--- src/rtl/pfr_pkg.sv ---
`default_nettype none
// ----------------------------------------------------------------------------
// pfr_pkg
// shared types and codes of the page-mode frame buffer refresh block
// ----------------------------------------------------------------------------
package pfr_pkg;

    // operation codes carried in s_tuser
    localparam logic [2:0] FUNC_DRAW    = 3'd0;
    localparam logic [2:0] FUNC_FILL    = 3'd1;
    localparam logic [2:0] FUNC_CLEAR   = 3'd2;
    localparam logic [2:0] FUNC_REFRESH = 3'd3;
    localparam logic [2:0] FUNC_TICK    = 3'd4;

    // panel command bytes
    localparam logic [7:0] CMD_PAGE_BASE = 8'hB0;
    localparam logic [7:0] CMD_COL_LOW   = 8'h00;
    localparam logic [7:0] CMD_COL_HIGH  = 8'h10;

    localparam logic [7:0] FILL_BYTE  = 8'hFF;
    localparam logic [7:0] CLEAR_BYTE = 8'h00;

    // command slots ahead of the data bytes of every page
    localparam int CMD_SLOTS = 3;

    // decoded transaction handed from the sequencer to the data stage
    typedef struct packed {
        logic       write;    // read-modify-write of one byte
        logic       emit;     // produces one output transaction
        logic       is_data;  // output byte comes from the store
        logic       last;     // final data byte of the last page
        logic       color;
        logic [2:0] bit_sel;
        logic [7:0] cmd;
    } pfr_op_t;

    // request to sweep the whole store with one value
    typedef struct packed {
        logic       start;
        logic [7:0] value;
    } pfr_fill_t;

endpackage

`default_nettype wire

--- src/rtl/pfr_seq.sv ---
`default_nettype none
// ----------------------------------------------------------------------------
// pfr_seq
// decodes input transactions and steps the page/slot refresh counters
// ----------------------------------------------------------------------------
module pfr_seq #(
    parameter int COLUMNS = 128,
    parameter int ROWS    = 64,
    parameter int ADDR_W  = 10
) (
    input  wire                     aclk,
    input  wire                     aresetn,
    input  wire                     take,
    input  wire [2:0]               func,
    input  wire [7:0]               pos_x,
    input  wire [7:0]               pos_y,
    input  wire                     color,
    output pfr_pkg::pfr_op_t        op,
    output logic [ADDR_W-1:0]       addr,
    output pfr_pkg::pfr_fill_t      fill_req
);
    import pfr_pkg::*;

    localparam int PAGES  = (ROWS + 7) / 8;
    localparam int PAGE_W = (PAGES > 1) ? $clog2(PAGES) : 1;
    localparam int SLOT_W = $clog2(COLUMNS + CMD_SLOTS);

    logic              busy_reg, busy_next;
    logic [PAGE_W-1:0] page_reg, page_next;
    logic [SLOT_W-1:0] slot_reg, slot_next;
    logic              slot_end;
    logic              page_end;
    logic              in_range;
    logic [ADDR_W-1:0] draw_addr;
    logic [ADDR_W-1:0] data_addr;

    assign slot_end  = (int'(slot_reg) == COLUMNS + CMD_SLOTS - 1);
    assign page_end  = (int'(page_reg) == PAGES - 1);
    assign in_range  = (int'(pos_x) < COLUMNS) && (int'(pos_y) < ROWS);
    assign draw_addr = ADDR_W'(int'(pos_x) + COLUMNS * int'(pos_y[7:3]));
    assign data_addr = ADDR_W'(int'(page_reg) * COLUMNS + int'(slot_reg) - CMD_SLOTS);

    always_comb begin
        op.write   = (func == FUNC_DRAW) && in_range;
        op.emit    = (func == FUNC_TICK) && busy_reg;
        op.is_data = (int'(slot_reg) >= CMD_SLOTS);
        op.last    = slot_end && page_end;
        op.color   = color;
        op.bit_sel = pos_y[2:0];
        case (slot_reg)
            SLOT_W'(0): op.cmd = CMD_PAGE_BASE + 8'(page_reg);
            SLOT_W'(1): op.cmd = CMD_COL_LOW;
            SLOT_W'(2): op.cmd = CMD_COL_HIGH;
            default:    op.cmd = CMD_COL_LOW;
        endcase
        addr = (func == FUNC_DRAW) ? draw_addr : data_addr;
        fill_req.start = take && ((func == FUNC_FILL) || (func == FUNC_CLEAR));
        fill_req.value = (func == FUNC_FILL) ? FILL_BYTE : CLEAR_BYTE;
    end

    always_comb begin
        busy_next = busy_reg;
        page_next = page_reg;
        slot_next = slot_reg;
        if (take) begin
            case (func)
                FUNC_FILL, FUNC_CLEAR, FUNC_REFRESH: begin
                    busy_next = 1'b1;
                    page_next = '0;
                    slot_next = '0;
                end
                FUNC_TICK: begin
                    if (busy_reg) begin
                        if (slot_end) begin
                            slot_next = '0;
                            if (page_end) begin
                                busy_next = 1'b0;
                                page_next = '0;
                            end else begin
                                page_next = page_reg + 1'b1;
                            end
                        end else begin
                            slot_next = slot_reg + 1'b1;
                        end
                    end
                end
                default: begin
                    busy_next = busy_reg;
                end
            endcase
        end
    end

    always_ff @(posedge aclk) begin
        if (!aresetn) begin
            busy_reg <= 1'b0;
            page_reg <= '0;
            slot_reg <= '0;
        end else begin
            busy_reg <= busy_next;
            page_reg <= page_next;
            slot_reg <= slot_next;
        end
    end

endmodule

`default_nettype wire

--- config.mk ---
export PLATFORM = sky130hd
export DESIGN_NAME = pfr_seq
export DESIGN_NICKNAME = d
export VERILOG_FILES = /design/src/rtl/pfr_pkg.sv /design/src/rtl/pfr_seq.sv
export SDC_FILE = /design/constraint.sdc
export NUM_CORES = 1
export LEC_CHECK = 0
export BUFFER_PORTS_ARGS = -buffer_cell sky130_fd_sc_hd__buf_2
export CORE_MARGIN = 8
export CORE_UTILIZATION = 50
export DETAILED_ROUTE_END_ITERATION = 16
export GPL_ROUTABILITY_DRIVEN = 0
export PLACE_DENSITY = 0.89
export SETUP_SLACK_MARGIN = 0.15
export SYNTH_ARGS = -nofsm -noshare
export SYNTH_HDL_FRONTEND = slang
export SYNTH_SLANG_ARGS = --single-unit
--- constraint.sdc ---
create_clock -name aclk -period 6 [get_ports aclk]
set_clock_uncertainty 0.05 [all_clocks]
set_input_delay 1.2 -clock aclk [delete_from_list [all_inputs] [get_ports aclk]]
set_output_delay 1.2 -clock aclk [all_outputs]
set_load 0.02 [all_outputs]
# Word-level counts from Yosys, hierarchy flattened
# Index checks and enable logic that the tools add are counted.
[classes] muxes=14 order_cmp=3 addsub=6 reduce_logical=13 n_eq_ne=9
[op_table] operator="8-bit one-hot mux with 2 select lines" n=2
[op_table] operator="8-bit two-way mux" n=3
[op_table] operator="10-bit by 8-bit adder with 10-bit output" n=1
[op_table] operator="8-bit by 10-bit adder with 10-bit output" n=1
[op_table] operator="10-bit two-way mux" n=1
[op_table] operator="10-bit by 2-bit subtractor with 10-bit output, second input constant" n=1
[op_table] operator="3-bit two-way mux" n=3
[op_table] operator="8-bit by 1-bit adder with 8-bit output, second input constant" n=1
[op_table] operator="8-bit by 3-bit adder with 8-bit output, first input constant" n=1
[op_table] operator="8-bit by 2-bit == test with 1-bit output, second input constant" n=1
[op_table] operator="8-bit == test, second input constant" n=1
[op_table] operator="8-bit by 2-bit >= comparator with 1-bit output, second input constant" n=1
[op_table] operator="8-bit zero test" n=1
[op_table] operator="8-bit by 7-bit < comparator with 1-bit output, second input constant" n=1
[op_table] operator="8-bit < comparator, second input constant" n=1
[op_table] operator="3-bit by 1-bit == test with 1-bit output, second input constant" n=2
[op_table] operator="3-bit by 2-bit == test with 1-bit output, second input constant" n=2
[op_table] operator="3-bit one-hot mux with 2 select lines" n=1
[op_table] operator="1-bit logical AND" n=5
[op_table] operator="2-bit inequality test, second input constant" n=2
[op_table] operator="4-bit AND reduction" n=1
[op_table] operator="3-bit by 1-bit adder with 3-bit output, second input constant" n=1
[op_table] operator="3-bit == test, second input constant" n=1
[op_table] operator="3-bit zero test" n=1
[op_table] operator="other kinds (7)" n=9
[word_totals] wordCells=48 regBits=12

# Longest topological paths before layout
[logic_depth] word_depth=5 mapped_depth=9

# Worst setup path before layout
# OpenSTA, ideal clock, no wires.
[synth_timing] path_kind="input -> output" startpoint="in func[0]" endpoint="out op[15] (netlist name)" t_required_ns=4.750 setup_slack_ns=2.343 path_buffers=1 stages=3 t_arrival_ns=2.407 path_cell_list="nor3_1 > clkbuf_1 > nor4b_1"
[synth_lines] element="start: declaration" line="pfr_seq.sv:14" rtl="input wire [2:0] func,"
[synth_lines] element="end: declaration" line="pfr_seq.sv:18" rtl="output pfr_pkg::pfr_op_t op,"

# Worst setup path in the final report
[layout_timing] startpoint="in func[0]" endpoint="out addr[1]"
[layout_via] elab_chain_cells=2
[layout_rtl] element="3-bit zero test" line="pfr_seq.sv:56" rtl="addr = (func == FUNC_DRAW) ? draw_addr : data_addr;"
[layout_rtl] element="10-bit two-way mux" line="pfr_seq.sv:56"
[layout_rtl] element="end: declaration" line="pfr_seq.sv:19" rtl="output logic [ADDR_W-1:0] addr,"
# No other way between the ends.

==> reports/metrics.yaml <==
grtUsageMet1_pct: 13.6
power.clock.fraction_pct: 26.9
cp.depth: 4
synth_top_area_share_pct: 20.7
antenna_cells: 0
peakVddDrop_uv: 166
outcome: "finished, final reports clean"
antenna_found_initial: 0
grt_pass1_wl_um: 4690
insertion_delay_ns: 0.26
io_pins: 58
path_buf_inv: 2
hold_path.class: "register to register"
synth-warning-count: 0
top_usage_layer: "met2"
syn_avg_cell_area_um2: 7.85
crit_required_ns: 4.75
cts_root_buf: "clkbuf_4"
syn2layout_area_growth_pct: 13.9
drt-total-wl_um: 2820
synth_cells: 177
clock_sinks: 12
ys_ff_latch: 12
hold_depth: 2
initial_core_util_pct: 51.3
drc: 0
cts_buffers: 3
start_kind: "input port"
max_clock_freq_mhz: 253
combPwrFrac_pct: 27.6
ant_nets: 0
tritoncts: "built"
grt_usage_pct: 12.1
rsz0062_at_grt: "false"
cp_max_fo: 20
nets: 260
cts_setup_buffers: 0
die_x_um: 68.7
power.density_mw_per_mm2: 114
holdWs_ns: 0.462
slowest_stage: "nor3_2"
wl_per_cell_um: 11.6
hold_viol_final: 0
grt_pass1_vias: 1108
drt_iter0_drc: 31
grt-ovfl-total: 0
dp_hpwl_um: 2370
finalCriticalPeriod_ns: 3.96
postLayoutCoreUtil_pct: 58.4
tightest_slew_ns: 0.984
post_cts_resized: 0
p_seq_share_pct: 45.6
endpoint_kind: "primary output"
p_sw_share_pct: 31.9
synth_top_cell_by_area: "ha_1"
portBuffers: 47
die_h_um: 68.7
grt_max_degree: 21
cpPeakStageDelay_ns: 0.81
path_cells: "buf_2 > nor3_2 > mux2_2 > buf_2"
cap_viol_max_count: 0
htree_levels: 1
internal-power_mw: 0.123
viasPerCell: 4.98
num_rows: 19
fin_crit_sh_pct: 65.9
grt_util_met3_pct: 3.07
maxSlewHeadroom_pct: 34.1
synth_cell_types: 35
leakage_nw: 0.775
setup-violations-final: 0
layout-drive-gt1-share_pct: 26.4
grt_util_met2_pct: 23.1
path_common_cell: "buf_2"
first_pass_iters: 4
clk_pin_slew_ns: 0.07
num_vias: 1210
critPathArrivalTime_ns: 2.71
postCtsHoldBufs: 0
yosysSeqAreaShare_pct: 17.3
setup-tns-final_ns: 0
cp_top_family: "simple AND/OR/NAND/NOR gates"
core_area_mm2: 0.00271
syn_area_mm2: 0.00139
reg2reg_depth: 7
power_mw: 0.180
clk_path_buf_depth: 2
synth_area_leaders: "ha_1 (21%), dfxtp_1 (17%), xnor2_1 (8.8%)"
drv_slew: 0
die-area_mm2: 0.00472
p_switching_mw: 0.0575
path_class: "input port to primary output"
largest_reg_flops: 8
## cell usage after synthesis
cell       count
xor2_1         4
a21boi_0       1
buf_4         14
and2_1         5
o211ai_1       1
nor2b_1        2
mux2_2         1
nor4_1         1
nand2b_1       2
o21bai_1       2
conb_1         1
a21boi_4       1
clkbuf_1       2
nor3_1         2
a41oi_1        1
nor3b_1        2
a21o_1         1
o21ai_2        1
dfxtp_1       12
a211oi_1       1
xnor2_1       14
nand4_1        4
o41ai_1        1
ha_1          23
or4_1          1
o21ai_0       15
a21boi_1       1
nor2_1        12
and4_2         1
nand3_1        5
a21oi_1        7
nand2_1       18
nand4bb_4      1
inv_1         15
nor4b_1        2
## power groups by stage
stage | combinational, mW | clock, mW | sequential, mW
finish | 0.0497 | 0.0484 | 0.0821
global route | 0.0553 | 0.0528 | 0.0824
CTS | 0.0504 | 0.0495 | 0.0822
detailed placement | 0.0501 | 0 | 0.0840
global placement | 0.0491 | 0 | 0.0840
floorplan | 0.0388 | 0 | 0.0837
## tightest hold or removal path, stage by stage, from the launching register on
cell     delay, ns
dfxtp_1       0.35
nand2_1       0.07
a21oi_1       0.06
## final cells by class
type	count	area, um^2
clock buffers	3	22.5
fillers	255	1130
inverters	15	56.3
multi-input cells	135	990
flip-flops and latches	12	240
well taps	31	38.8
repair buffers	47	235
## final timing paths
path	start	to	slack (ns)
worst max-delay path	func[0]	addr[1]	2.04
worst min-delay path	busy_reg	busy_reg	0.46
worst max register to register	slot_reg[2]	page_reg[0]	3.99
worst min register to register	busy_reg	busy_reg	0.46
## placed cells by master (no fill, tap or decap), drive strengths merged, types with 2 or more instances in the layout
cell type  synthesis  final
xnor2             14     14
dfxtp             12     12
and2               5      5
nor4b              2      2
nor2              12     12
nor2b              2      2
a21boi             3      3
a21oi              7      7
nor3b              2      2
buf               14     47
xor2               4      4
nand2             18     18
nand2b             2      2
nand3              5      5
inv               15     15
nor3               2      2
nand4              4      4
ha                23     23
clkbuf             2      3
o21bai             2      2
conb               1      2
o21ai             16     16
## logic make-up (layout without fill, tap and decap cells)
family | count (synthesis) | count (layout) | synth area share [%]
other | 1 | 2 | 0.270
adders and majority gates | 23 | 23 | 20.7
and+or+nand+nor | 58 | 58 | 22.5
AOI/OAI and AO/OA | 33 | 33 | 14.9
DFF | 12 | 12 | 17.3
muxes | 1 | 1 | 0.810
xor gates and xnor gates | 18 | 18 | 11.3
buffers and inverters | 31 | 65 | 12.2
## stage by stage
step,worst slack [ns],instance area (um^2),cells
after floorplan,2.34,1390,178
after global placement,2.03,1560,240
after detailed placement,2.02,1560,240
after CTS,2.01,1580,243
after global routing,1.88,1580,243
final,2.04,1580,243
## metal layers
layer | wire (um) | share of wire, %
met1 | 1180 | 42
met2 | 1460 | 52
met3 | 179 | 6.3
met4 | 8 | 0.28
met5 | 0 | 0
(Power assumes the default switching activity.)
